## src/rtl/tdb_pkg.sv

```systemverilog
// ----------------------------------------------------------------------------
// Touch report debouncer package
// Shared types and fixed constants of the debouncer front, queue and back.
// ----------------------------------------------------------------------------
`default_nettype none

package tdb_pkg;

  localparam int unsigned COORD_W   = 16;
  localparam int unsigned COUNT_W   = 4;
  localparam int unsigned STATUS_W  = 8;
  localparam int unsigned READY_BIT = 7;            // status bit 7: data ready

  // Release after this many consecutive empty samples; accept 1..MAX_POINTS.
  localparam logic [COUNT_W-1:0] EMPTY_RUN_LIMIT = 4'd4;
  localparam logic [COUNT_W-1:0] MAX_POINTS      = 4'd5;

  localparam logic [COORD_W-1:0] WIDTH_LIMIT_RST  = 16'd800;
  localparam logic [COORD_W-1:0] HEIGHT_LIMIT_RST = 16'd480;

  localparam int unsigned CFG_INDEX_W = 3;

  typedef enum logic [CFG_INDEX_W-1:0] {
    CFG_SWAP_AXES         = 3'd0,
    CFG_MIRROR_HORIZONTAL = 3'd1,
    CFG_MIRROR_VERTICAL   = 3'd2,
    CFG_WIDTH_LIMIT       = 3'd3,
    CFG_HEIGHT_LIMIT      = 3'd4
  } cfg_index_t;

  typedef struct packed {
    logic               swap_axes;
    logic               mirror_horizontal;
    logic               mirror_vertical;
    logic [COORD_W-1:0] width_limit;
    logic [COORD_W-1:0] height_limit;
  } cfg_t;

  // Classification of one sample as handed from front to back.
  typedef enum logic [1:0] {
    KIND_SKIP  = 2'd0,   // failed read: no state change, no event
    KIND_TOUCH = 2'd1,   // valid touch: press or move
    KIND_EMPTY = 2'd2    // no valid point: counts towards release
  } kind_t;

  typedef struct packed {
    kind_t              kind;
    logic               clear_status;
    logic [COORD_W-1:0] x;
    logic [COORD_W-1:0] y;
    logic [COORD_W-1:0] strength;
  } item_t;

endpackage

`default_nettype wire

```

## src/rtl/tdb_front.sv

```systemverilog
// ----------------------------------------------------------------------------
// Touch report debouncer front
// Classifies each poll sample and applies swap, mirror and clamp to a touch.
// ----------------------------------------------------------------------------
`default_nettype none

module tdb_front
  import tdb_pkg::*;
(
  input  cfg_t                cfg,
  input  logic                in_valid,
  output logic                in_ready,
  input  logic                in_failed,
  input  logic [STATUS_W-1:0] in_status,
  input  logic [COORD_W-1:0]  in_x,
  input  logic [COORD_W-1:0]  in_y,
  input  logic [COORD_W-1:0]  in_strength,
  output logic                push_valid,
  input  logic                push_ready,
  output item_t               push_item
);

  logic               ready_bit;
  logic [COUNT_W-1:0] status_points;
  logic               is_touch;
  logic [COORD_W-1:0] sw_x;
  logic [COORD_W-1:0] sw_y;
  logic [COORD_W-1:0] mir_x;
  logic [COORD_W-1:0] mir_y;
  logic [COORD_W-1:0] clp_x;
  logic [COORD_W-1:0] clp_y;

  assign ready_bit     = in_status[READY_BIT];
  assign status_points = in_status[COUNT_W-1:0];
  assign is_touch      = ready_bit && (status_points != '0) && (status_points <= MAX_POINTS);

  assign sw_x = cfg.swap_axes ? in_y : in_x;
  assign sw_y = cfg.swap_axes ? in_x : in_y;

  // Mirror inside the panel; anything at or beyond the limit folds to zero.
  assign mir_x = !cfg.mirror_horizontal ? sw_x :
                 (sw_x < cfg.width_limit) ? (cfg.width_limit - 16'd1 - sw_x) : '0;
  assign mir_y = !cfg.mirror_vertical ? sw_y :
                 (sw_y < cfg.height_limit) ? (cfg.height_limit - 16'd1 - sw_y) : '0;

  // Clamp below the limit; a zero limit wraps to all ones.
  assign clp_x = (mir_x >= cfg.width_limit)  ? (cfg.width_limit - 16'd1)  : mir_x;
  assign clp_y = (mir_y >= cfg.height_limit) ? (cfg.height_limit - 16'd1) : mir_y;

  assign in_ready   = push_ready;
  assign push_valid = in_valid;

  always_comb begin
    push_item.x        = clp_x;
    push_item.y        = clp_y;
    push_item.strength = in_strength;
    if (in_failed) begin
      push_item.kind         = KIND_SKIP;
      push_item.clear_status = 1'b0;
    end else if (is_touch) begin
      push_item.kind         = KIND_TOUCH;
      push_item.clear_status = ready_bit;
    end else begin
      push_item.kind         = KIND_EMPTY;
      push_item.clear_status = ready_bit;
    end
  end

endmodule

`default_nettype wire

```

## src/rtl/tdb_queue.sv

```systemverilog
// ----------------------------------------------------------------------------
// Touch report debouncer queue
// Short register queue between front and back; push and pop in one cycle.
// ----------------------------------------------------------------------------
`default_nettype none

module tdb_queue
  import tdb_pkg::*;
#(
  parameter int unsigned DEPTH = 2
) (
  input  logic  clk,
  input  logic  rst,
  input  logic  push_valid,
  output logic  push_ready,
  input  item_t push_item,
  output logic  pop_valid,
  input  logic  pop_ready,
  output item_t pop_item
);

  localparam int unsigned PTR_W = (DEPTH > 1) ? $clog2(DEPTH) : 1;
  localparam int unsigned CNT_W = $clog2(DEPTH + 1);

  item_t              entries [DEPTH];
  logic [PTR_W-1:0]   wr_ptr;
  logic [PTR_W-1:0]   rd_ptr;
  logic [CNT_W-1:0]   count;
  logic               do_push;
  logic               do_pop;

  assign push_ready = (count != CNT_W'(DEPTH));
  assign pop_valid  = (count != '0);
  assign pop_item   = entries[rd_ptr];
  assign do_push    = push_valid && push_ready;
  assign do_pop     = pop_valid && pop_ready;

  always_ff @(posedge clk) begin
    if (do_push) begin
      entries[wr_ptr] <= push_item;
    end
  end

  always_ff @(posedge clk) begin
    if (rst) begin
      wr_ptr <= '0;
      rd_ptr <= '0;
      count  <= '0;
    end else begin
      if (do_push) begin
        wr_ptr <= (wr_ptr == PTR_W'(DEPTH - 1)) ? '0 : wr_ptr + 1'b1;
      end
      if (do_pop) begin
        rd_ptr <= (rd_ptr == PTR_W'(DEPTH - 1)) ? '0 : rd_ptr + 1'b1;
      end
      if (do_push && !do_pop) begin
        count <= count + 1'b1;
      end else if (!do_push && do_pop) begin
        count <= count - 1'b1;
      end
    end
  end

endmodule

`default_nettype wire

```

## src/rtl/tdb_back.sv

```systemverilog
// ----------------------------------------------------------------------------
// Touch report debouncer back
// Holds press state and release counter, builds events into an output register.
// ----------------------------------------------------------------------------
`default_nettype none

module tdb_back
  import tdb_pkg::*;
(
  input  logic               clk,
  input  logic               rst,
  input  logic               pop_valid,
  output logic               pop_ready,
  input  item_t              pop_item,
  output logic               out_valid,
  input  logic               out_ready,
  output logic               out_clear_status,
  output logic               out_report,
  output logic               out_pressed,
  output logic [COORD_W-1:0] out_x,
  output logic [COORD_W-1:0] out_y,
  output logic [COORD_W-1:0] out_strength
);

  logic               held;
  logic [COUNT_W-1:0] empty_count;
  logic [COORD_W-1:0] kept_x;
  logic [COORD_W-1:0] kept_y;
  logic [COORD_W-1:0] kept_strength;

  logic               held_next;
  logic [COUNT_W-1:0] empty_count_next;
  logic [COUNT_W-1:0] count_step;
  logic               store;
  logic               rep_next;
  logic               prs_next;
  logic [COORD_W-1:0] x_next;
  logic [COORD_W-1:0] y_next;
  logic [COORD_W-1:0] s_next;
  logic               take;

  assign pop_ready = !out_valid || out_ready;
  assign take      = pop_valid && pop_ready;

  assign count_step = (empty_count < EMPTY_RUN_LIMIT) ? empty_count + 1'b1 : empty_count;

  always_comb begin
    held_next        = held;
    empty_count_next = empty_count;
    store            = 1'b0;
    rep_next         = 1'b0;
    prs_next         = 1'b0;
    x_next           = '0;
    y_next           = '0;
    s_next           = '0;
    unique case (pop_item.kind)
      KIND_TOUCH: begin
        store            = 1'b1;
        held_next        = 1'b1;
        empty_count_next = '0;
        rep_next         = 1'b1;
        prs_next         = 1'b1;
        x_next           = pop_item.x;
        y_next           = pop_item.y;
        s_next           = pop_item.strength;
      end
      KIND_EMPTY: begin
        if (held) begin
          empty_count_next = count_step;
          if (count_step >= EMPTY_RUN_LIMIT) begin
            held_next        = 1'b0;
            empty_count_next = '0;
            rep_next         = 1'b1;
            x_next           = kept_x;
            y_next           = kept_y;
            s_next           = kept_strength;
          end
        end else begin
          empty_count_next = '0;
        end
      end
      default: begin
      end
    endcase
  end

  always_ff @(posedge clk) begin
    if (rst) begin
      held          <= 1'b0;
      empty_count   <= '0;
      kept_x        <= '0;
      kept_y        <= '0;
      kept_strength <= '0;
      out_valid     <= 1'b0;
    end else begin
      if (take) begin
        held        <= held_next;
        empty_count <= empty_count_next;
        if (store) begin
          kept_x        <= pop_item.x;
          kept_y        <= pop_item.y;
          kept_strength <= pop_item.strength;
        end
        out_valid <= 1'b1;
      end else if (out_ready) begin
        out_valid <= 1'b0;
      end
    end
  end

  always_ff @(posedge clk) begin
    if (take) begin
      out_clear_status <= pop_item.clear_status;
      out_report       <= rep_next;
      out_pressed      <= prs_next;
      out_x            <= x_next;
      out_y            <= y_next;
      out_strength     <= s_next;
    end
  end

endmodule

`default_nettype wire

```

## src/rtl/touch_report_debouncer.sv

```systemverilog
// ----------------------------------------------------------------------------
// Touch report debouncer
// Turns touch controller poll samples into press, move and release events.
// ----------------------------------------------------------------------------
// Usage:
//   Input stream (s_*): one poll sample per request. Output stream (m_*):
//   exactly one result per sample, in order, carrying the status-clear flag
//   and, when report is set, a press/move or release event with position.
//   Configuration (cfg_*): single-cycle writes of swap, mirror and the panel
//   limits; change it only while no sample is in flight.
//   Flow: an accepted sample is written into the queue, then taken by the back,
//   which updates its state and loads the output register behind m_tvalid.
//   Throughput: one sample per cycle while m_tready stays high.
//   Stall: when m_tready is low the output register holds its result and the
//   queue (QUEUE_DEPTH entries) keeps absorbing samples; s_tready drops only
//   once the queue is full.
//   Reset: rst clears the queue, the press state, the release counter and
//   the output valid, and returns the configuration to its defaults
//   (no swap, no mirror, 800 by 480).
// ----------------------------------------------------------------------------
`default_nettype none

module touch_report_debouncer
  import tdb_pkg::*;
#(
  parameter int unsigned QUEUE_DEPTH = 2
) (
  input  logic                   clk,
  input  logic                   rst,
  // Input sample stream
  input  logic                   s_tvalid,
  output logic                   s_tready,
  input  logic [55:0]            s_tdata,    // status_byte, raw_x, raw_y, raw_strength
  input  logic [0:0]             s_tuser,    // read_failed
  // Result stream
  output logic                   m_tvalid,
  input  logic                   m_tready,
  output logic [47:0]            m_tdata,    // pos_x, pos_y, strength
  output logic [2:0]             m_tuser,    // clear_status, report, pressed
  // Configuration write port
  input  logic                   cfg_we,
  input  logic [CFG_INDEX_W-1:0] cfg_index,
  input  logic [COORD_W-1:0]     cfg_data
);

  cfg_t               cfg;
  logic               push_valid;
  logic               push_ready;
  item_t              push_item;
  logic               pop_valid;
  logic               pop_ready;
  item_t              pop_item;
  logic               res_clear;
  logic               res_report;
  logic               res_pressed;
  logic [COORD_W-1:0] res_x;
  logic [COORD_W-1:0] res_y;
  logic [COORD_W-1:0] res_s;

  // Configuration registers; indexes beyond the list are dropped.
  always_ff @(posedge clk) begin
    if (rst) begin
      cfg.swap_axes         <= 1'b0;
      cfg.mirror_horizontal <= 1'b0;
      cfg.mirror_vertical   <= 1'b0;
      cfg.width_limit       <= WIDTH_LIMIT_RST;
      cfg.height_limit      <= HEIGHT_LIMIT_RST;
    end else if (cfg_we) begin
      unique case (cfg_index)
        CFG_SWAP_AXES:         cfg.swap_axes         <= cfg_data[0];
        CFG_MIRROR_HORIZONTAL: cfg.mirror_horizontal <= cfg_data[0];
        CFG_MIRROR_VERTICAL:   cfg.mirror_vertical   <= cfg_data[0];
        CFG_WIDTH_LIMIT:       cfg.width_limit       <= cfg_data;
        CFG_HEIGHT_LIMIT:      cfg.height_limit      <= cfg_data;
        default: begin
        end
      endcase
    end
  end

  // Front: classify and transform each accepted sample.
  tdb_front u_front (
    .cfg         (cfg),
    .in_valid    (s_tvalid),
    .in_ready    (s_tready),
    .in_failed   (s_tuser[0]),
    .in_status   (s_tdata[7:0]),
    .in_x        (s_tdata[23:8]),
    .in_y        (s_tdata[39:24]),
    .in_strength (s_tdata[55:40]),
    .push_valid  (push_valid),
    .push_ready  (push_ready),
    .push_item   (push_item)
  );

  // Queue: decouple front acceptance from back stalls.
  tdb_queue #(
    .DEPTH (QUEUE_DEPTH)
  ) u_queue (
    .clk        (clk),
    .rst        (rst),
    .push_valid (push_valid),
    .push_ready (push_ready),
    .push_item  (push_item),
    .pop_valid  (pop_valid),
    .pop_ready  (pop_ready),
    .pop_item   (pop_item)
  );

  // Back: debounce state and registered result.
  tdb_back u_back (
    .clk              (clk),
    .rst              (rst),
    .pop_valid        (pop_valid),
    .pop_ready        (pop_ready),
    .pop_item         (pop_item),
    .out_valid        (m_tvalid),
    .out_ready        (m_tready),
    .out_clear_status (res_clear),
    .out_report       (res_report),
    .out_pressed      (res_pressed),
    .out_x            (res_x),
    .out_y            (res_y),
    .out_strength     (res_s)
  );

  assign m_tdata = {res_s, res_y, res_x};
  assign m_tuser = {res_pressed, res_report, res_clear};

endmodule

`default_nettype wire

```

## config.mk

```make
export PLATFORM = sky130hd
export DESIGN_NAME = touch_report_debouncer
export DESIGN_NICKNAME = d
export VERILOG_FILES = /design/src/rtl/tdb_pkg.sv /design/src/rtl/tdb_front.sv /design/src/rtl/tdb_queue.sv /design/src/rtl/tdb_back.sv /design/src/rtl/touch_report_debouncer.sv
export SDC_FILE = /design/constraint.sdc
export NUM_CORES = 1
export LEC_CHECK = 0
export ABC_AREA = 1
export BUFFER_PORTS_ARGS = -buffer_cell sky130_fd_sc_hd__buf_4
export CAP_MARGIN = 20
export CORE_ASPECT_RATIO = 2
export CORE_MARGIN = 1.5
export CORE_UTILIZATION = 61
export DETAILED_ROUTE_END_ITERATION = 7
export PLACE_DENSITY_LB_ADDON = 0.15
export SLEW_MARGIN = 20
export SYNTH_ARGS = -nofsm -noshare
export SYNTH_HDL_FRONTEND = slang
export SYNTH_SLANG_ARGS = --single-unit
```

## constraint.sdc

```tcl
create_clock -name clk -period 5.9 [get_ports clk]
set_input_delay 0 -clock clk [delete_from_list [all_inputs] [get_ports clk]]
set_output_delay 0 -clock clk [all_outputs]
set_load 0.01 [all_outputs]
```

# [Word-level counts from Yosys, hierarchy flattened]
# Memory sizes are Yosys's and may differ from the RTL's. A register that Yosys moved wholly into a read port is not among the register bits.
# Index checks and enable logic that the tools add are counted.
[op_classes] muxes=40 n_reduce_logical=23 n_addsub=9 order_cmp=7 n_eq_ne=7
[ops] cell="16-bit two-way mux" count=14
[ops] cell="16-bit one-hot mux with 2 select lines" count=3
[ops] cell="16-bit >= comparator" count=2
[ops] cell="16-bit less-than comparator" count=2
[ops] cell="16-bit by 1-bit subtractor with 16-bit output (second input constant)" count=2
[ops] cell="16-bit subtractor" count=2
[ops] cell="2-bit AND reduction" count=7
[ops] cell="1-bit two-way mux" count=13
[ops] cell="4-bit two-way mux" count=3
[ops] cell="4-bit one-hot mux with 2 select lines" count=1
[ops] cell="2-bit nonzero test" count=4
[ops] cell="3-bit by 2-bit == test with 1-bit output (second input constant)" count=2
[ops] cell="1-bit logical AND" count=6
[ops] cell="3-bit two-way mux" count=2
[ops] cell="4-bit by 1-bit adder with 4-bit output (second input constant)" count=1
[ops] cell="4-bit by 3-bit >= comparator with 1-bit output (second input constant)" count=1
[ops] cell="4-bit by 3-bit less-or-equal comparator with 1-bit output (second input constant)" count=1
[ops] cell="4-bit by 3-bit less-than comparator with 1-bit output (second input constant)" count=1
[ops] cell="2-bit two-way mux" count=2
[ops] cell="1-bit one-hot mux with 2 select lines" count=2
[ops] cell="4-bit nonzero test" count=1
[ops] cell="3-bit by 1-bit == test with 1-bit output (second input constant)" count=1
[ops] cell="3-bit == test (second input constant)" count=1
[ops] cell="1-bit logical NOT" count=3
[ops] cell="8 further kinds" count=9
[word_totals] in_bits=81 n_memories=1 elab_cells=107 out_inout_bits=53 ram_bits=102 regBits=144
[memory_table] name="u_queue.entries" words=2 word_bits=51 read_ports=1 rd_ports_with_merged_regs=1 write_ports=1 line_no="tdb_queue.sv:25" text="item_t entries [DEPTH];"

# [Depth between registers and ports, before layout]
# Gate-level depths: netlist of run 1.
[logic_depth] depth_word=6 depth_mapped=31 mapped_depth_nobuf=28

# [By module]
# A second synthesis of run 1 with hierarchy kept.
[hier_totals] hier_cells=1910 area_unflattened_um2=15622.5
[modules_own_cells] module="tdb_front" seq_area_each_um2=0.0 n_inst=1 cells_each=1022 area_per_inst_um2=5600.4
[modules_own_cells] module="tdb_back" seq_area_each_um2=2612.5 n_inst=1 cells_each=479 area_per_inst_um2=4383.0
[modules_own_cells] module="tdb_queue" seq_area_each_um2=3163.0 n_inst=1 cells_each=196 area_per_inst_um2=4175.3
[modules_own_cells] module="touch_report_debouncer" seq_area_each_um2=700.7 n_inst=1 cells_each=213 area_per_inst_um2=1463.9

# [Worst setup path before layout of run 1]
# OpenSTA, ideal clock, no wires.
[synth_path] kind="reg-to-reg" start="register cfg[34] (netlist name)" end="memory u_queue.entries[0][20] in the netlist's numbering, data pin" arrival_ns=4.041 setup_ns=0.257 synth_period_minus_slack_ns=4.298 path_stages_with_launch=31 path_buffers=5 slack_ns=1.602 required_time_ns=5.643 cell_sequence="dfxtp_1 buf_6 buf_6 buf_2 buf_2 nand2_1 o21ai_0 inv_1 fa_1 o21ai_0 nand2_1 nand2_1 nand2_1 nand2_1 nand3_1 nand2_1 nand3_1 nand3_1 nand2_1 nand3_1 nand2_1 ha_1 nand3_1 nor3_1 nand2_1 o2111ai_1 a31oi_2 inv_1 clkbuf_1 nand2_1 nand2_1"
[synth_lines] element="to (decl)" line_no="tdb_queue.sv:25"

==> run metrics, run 1 <==
row cnt=80; Hold Crit Start=s_tvalid; Nets=2,147; outcome=finished, final reports clean; Root Buffer=clkbuf_16; Clk Latency, worst-skew pair=520 ps; final wirelength=40,600 um; reg2reg start=cfg[34]; final setup fails=0; RSZ-0062 raised after global routing=no; Residual DRC=0; Die ar.=0.0253 mm2; syn nets=1,998; Hold EP=u_queue.wr_ptr; asr flop ratio synth=0%; core area=0.0239 mm2; Setup crit start=cfg[34]; Clock Path Buffers=3; number of flops mapped to enable cells by yosys=153; placer congestion estimate=0.978; largest cells by area after synthesis=edfxtp_1 (31%), dfxtp_1 (13%), nand2_1 (11%); Vias per Instance=5.75; Period minus WS final=5290 ps; Wirelength per Cell=17.9 um; critical path startpoint category=flip-flop; Ports=134; max-cap violation count=0; cells after synthesis=1,821; gr ovfl total=0; via count of the routed design=13,100; most common cell after layout, fill and taps aside=nand2_1; Detail Route Antenna Nets=0; Slew HR=26.4%; initial antenna violation count=0; number of port buffers=130; Unique masters post-synth=52; r2r worst-path depth=21; Die Width=between 100 and 150 um; DP Wirelength=30,100 um; Hold Path Stages=5; Clock Sinks=247; vias in the first global route=between 10,000 and 15,000; Final Hold Slack=26.9 ps; Total Routing Usage GR=31.9%; Die H=224 um; CTS tree=built; Worst Path Arrival=5560 ps; largest net degree at the start of global routing=83; Period Utilization, post-route=89.6%; Area Growth Syn to Fin=16.3%; FMAX=approximately 0.19 GHz; mapped cell area=0.0148 mm2; crit path cell chain=o21ai_0 > inv_1 > ha_1 > a21oi_1 > o21ai_0 > nor3b_1 > o21ai_0 > nand2_1 > nand2_1 > nand2_1 > inv_1 > nand3_1 > nand2_1 > ha_1 > a21oi_1 > nor2_1 > a2111oi_0 > and3_1 > inv_1 > nand3_1 > nand2_1; Synth Flop Type=edfxtp_1; pwr dens=around 350 mW/mm2; DRT iter0 DRCs=960; Worst-path clk slew=70 ps; Yosys warnings=0; DRT Pass-1 Iters=6; largest area contributor in the netlist=edfxtp_1; CP peak stage delay=750 ps; Initial Util=just over 60%; Lkg Pwr=7.64 nW; Top cell by count, worst path=nand2_1; Worst-Margin Slew=1100 ps; skew final=around 15 ps; Final Max Tran Viols=0; final hold vios=0; worst vdd ir=0.268 mV; worst path required time=6170 ps; R2R Setup Slk=approximately 610 ps; CP Capture Type=flip-flop; Ant. Diodes=0; most frequent cells in the layout=nand2_1 (420), inv_1 (245), nand3_1 (189); number of synthesized register bits=247; Seq/Total Area, Yosys=a little over two fifths; Setup TNS Final=0 ps; H-Tree Depth=1; r2r endpoint=u_queue.entries[0][47]; crit path max-delay cell type=o21ai_0; CP Max Fanout=50; average size of a mapped cell=8.15 um2; layout cells sized above 1=13.5%; WS Path Type=reg -> reg; Worst Hold Class=in -> reg; Synth top area share=between 30% and 40%; CTS Buf Count=22; first-pass GRT wire length=63,500 um
[cells by family after synthesis]
kind of cell | count (synthesis) | share of synthesized area, %
buffers and inverters | 328 | 8.60
and+or+nand+nor | 753 | 22.6
DFF | 247 | 43.6
adders and majority gates | 96 | 8.20
xor gates and xnor gates | 30 | 1.77
muxes | 49 | 3.31
AOI/OAI and AO/OA | 318 | 11.9
[how the worst max path moves through the flow]
stage,endpoint
global placement,u_queue.entries[0][47]
floorplan,u_queue.entries[0][20]
finish,u_queue.entries[0][47]
CTS,u_queue.entries[0][45]
detailed placement,u_queue.entries[0][45]
global route,u_queue.entries[0][47]
[registers in the layout (all words and copies together) (netlist names), named ones only]
register                 cells
u_back.kept_x               16
u_back.out_y                16
cfg                         35
u_queue.wr_ptr               1
u_back.out_pressed           1
u_back.out_strength         16
u_back.out_x                16
u_back.kept_y               16
u_back.out_valid             1
u_back.out_clear_status      1
u_back.kept_strength        16
u_back.out_report            1
u_queue.count                2
u_queue.entries            102
u_back.empty_count           4
u_back.held                  1
u_queue.rd_ptr               1
[metrics by stage]
stage                     cells  power (W)  util (%)  worst slack (ps)  area (um2)
after floorplan            1821    0.00388         -              1600       14800
after global placement     2185    0.00456      67.1               530       16000
after detailed placement   2185    0.00462      67.1               485       16000
after CTS                  2273    0.00611      72.1               463       17300
after global routing       2273    0.00643      72.2               227       17300
final                      2273    0.00610      72.2               612       17300
[final cells by class]
class	count	area (um2)
well taps	287	359
flip-flops and latches	247	6480
inverters	254	953
repair buffers	199	1610
clock inverters	9	119
multi-input cells	1246	7120
clock buffers	31	616
fillers	1882	6660
[critical path: cells and delay by family, from the launching register on]
family,cells,cell delay [ps]
AO/OA/AOI/OAI,6,1950
adder cells (fa/ha/maj),2,590
AND/OR/NAND/NOR,10,1410
buffers and inverters,3,620
flip-flops,1,480
[synthesized netlist by cell type (4+ instances only)]
cell,n
buf_2,12
nand3_2,9
nand4_1,15
o21ai_0,76
buf_4,4
ha_1,94
mux2i_1,48
o21ai_2,13
a21oi_1,170
buf_1,6
o21ai_1,10
a31oi_1,5
xnor2_1,8
nor2_1,63
inv_2,6
xor2_1,22
inv_1,246
nand2_1,420
a21oi_2,4
nand3_1,189
nor2_4,4
nor2_2,13
o211ai_1,6
clkbuf_1,50
edfxtp_1,153
o22ai_1,15
nor3_1,7
dfxtp_1,94
nand2_2,20
[layer usage]
| layer | global-route usage (%) | vias up | part of all wire [%] |
|---|---|---|---|
| met3 | 3.52 | 145 | 4.8 |
| met2 | 60.2 | 462 | 53 |
| met5 | 0 | - | 0 |
| met4 | 20.3 | 0 | 7.1 |
| li1 | - | 6400 | - |
| met1 | 32.8 | 6060 | 35 |
[report_power, final]
part	switching, W	total, W	internal, W
Clock	0.000640	0.00147	0.000830
Sequential	0.000155	0.00249	0.00233
Combinational	0.00138	0.00214	0.000769
Total	0.00217	0.00610	0.00393
[timing repair]
item	CTS	global route
setup endpoints to repair	0	25
endpoints found under the hold margin	74	0
resized for setup	0	1
buffers inserted	0	0
hold buffers	48	0
Power figures use the tool's default switching activity.
==> inputs of run 2 (changes only) <==
--- a/config.mk
+++ b/config.mk
@@ -12,6 +12,7 @@
 export CORE_MARGIN = 1.5
 export CORE_UTILIZATION = 61
 export DETAILED_ROUTE_END_ITERATION = 7
+export MAX_ROUTING_LAYER = met4
 export PLACE_DENSITY_LB_ADDON = 0.15
 export SLEW_MARGIN = 20
 export SYNTH_ARGS = -nofsm -noshare
==> run metrics, run 2 (synthesized netlist as in run 1, its figures left out) <==
outcome=finished, final reports clean; Ant. Diodes=0; RSZ-0062 raised after global routing=no; WS Path Type=reg -> reg; R2R Setup Slk=490 ps; Design Area, Final=0.0172 mm2; PnR worst setup slack=494 ps; Final Max Tran Viols=0; Initial Util=62.0%; Area Growth Syn to Fin=16.0%; worst vdd ir=0.247 mV; register with the most flip-flops=u_queue.entries; placer congestion estimate=just under 1; gr ovfl total=0; Final Total Pwr=around 0.006 W; CP Max Fanout=51; core area=0.0239 mm2; Period minus WS final=around 5400 ps; CTS Buf Count=21; Lkg Pwr=7.61 nW; Setup Buffers After CTS=0; row cnt=80; first-pass GRT wire length=about 64,000 um; wire length on met3=around 1700 um; Vias per Instance=roughly 5.7; critical path startpoint category=flip-flop; Worst-path clk slew=70 ps; Clk Latency, worst-skew pair=roughly 530 ps; wl on met1=around 14,000 um; largest net degree at the start of global routing=just over 60; Die H=224 um; placed inst area=0.0160 mm2; Residual DRC=0; Total Routing Usage GR=33.0%; Detail Route Antenna Nets=0; Nets=2,147; via count of the routed design=13,100; CP top delay family=compound AO/OA/AOI/OAI gates; Largest register FFs=102; pwr dens=350 mW/mm2; Ports=134; Worst Hold Class=in -> reg; Root Buffer=clkbuf_16; Die ar.=~0.025 mm2; final wirelength=40,600 um; Wirelength per Cell=~18 um; DP Wirelength=30,300 um; hold buffers post-CTS=49; number of port buffers=130; skew final=28.2 ps; Top cell by count, worst path=nand2_1; crit path max-delay cell type=o21ai_0; worst path required time=6130 ps; CTS tree=built; WP buf/inv=3; Place WS=704 ps; Worst-Margin Slew=between 1000 and 1500 ps; final setup fails=0; Fillers=1,877; Period Utilization, post-route=91.6%; most common cell after layout, fill and taps aside=nand2_1; layout cells sized above 1=13.5%; FMAX=around 0.18 GHz; largest registers=u_queue.entries: 102 flops, cfg: 35 flops; uppermost routed layer=met4; Slew HR=between 20% and 30%; CP peak stage delay=slightly below 900 ps; Worst Path Arrival=5640 ps; Clock Path Buffers=3; post-CTS sizing=0; H-Tree Depth=1; Clock Sinks=~250; initial antenna violation count=0; DRT Pass-1 Iters=5; vias in the first global route=12,900; final hold vios=0; DR WL met2=21,800 um; Die Width=113 um; DRT iter0 DRCs=just over 900; Setup TNS Final=0 ps; most frequent cells in the layout=nand2_1 (420), inv_1 (245), nand3_1 (189); CP Capture Type=flip-flop; crit path cell chain=o21ai_0 > inv_1 > ha_1 > a21oi_1 > o21ai_0 > nor3b_1 > o21ai_0 > nand2_1 > nand2_1 > nand2_1 > inv_1 > nand3_1 > nand2_1 > ha_1 > a21oi_1 > nor2_1 > a2111oi_0 > and3_1 > buf_4 > nand2_1 > o21ai_0; max-cap violation count=0
## run 2: power by group
group / switching, W / internal, W
sequential: 0.000161 / 0.00233
combinational: 0.00139 / 0.000766
clock: 0.000604 / 0.000778
## run 2: cell type report
| type | instances | area (um2) | share of cell area, % |
|---|---|---|---|
| clock buffers | 30 | 579 | 3.37 |
| clock inverters | 8 | 100 | 0.581 |
| inverters | 254 | 953 | 5.54 |
| multi-input cells | 1246 | 7120 | 41.4 |
| flip-flops and latches | 247 | 6480 | 37.6 |
| well taps | 287 | 359 | 2.09 |
| repair buffers | 200 | 1620 | 9.43 |
## run 2: path summary, 6_finish.rpt
| path | startpoint | endpoint | cells after the start |
|---|---|---|---|
| setup / recovery | cfg[34] | u_queue.entries[1][32] | 21 |
| hold / removal | rst | u_back.kept_y[9] | 2 |
| setup reg to reg | cfg[34] | u_queue.entries[1][32] | 21 |
| hold reg to reg | u_back.empty_count[3] | u_back.empty_count[3] | 2 |
## run 2: metal layers
layer  track usage, %  vias up
li1                 -     6386
met2             61.4      452
met4             21.2        0
met3             2.79      156
met5                -        -
met1             32.2     6062
## run 2: stage by stage
step	utilization, %	cells	hold WS (ps)
2_1_floorplan	-	1821	98.9
5_1_grt	72.0	2272	54.2
6_report	72.0	2272	46.1
4_1_cts	72.0	2272	22.3
3_5_place_dp	67.1	2185	188
3_3_place_gp	67.1	2185	186
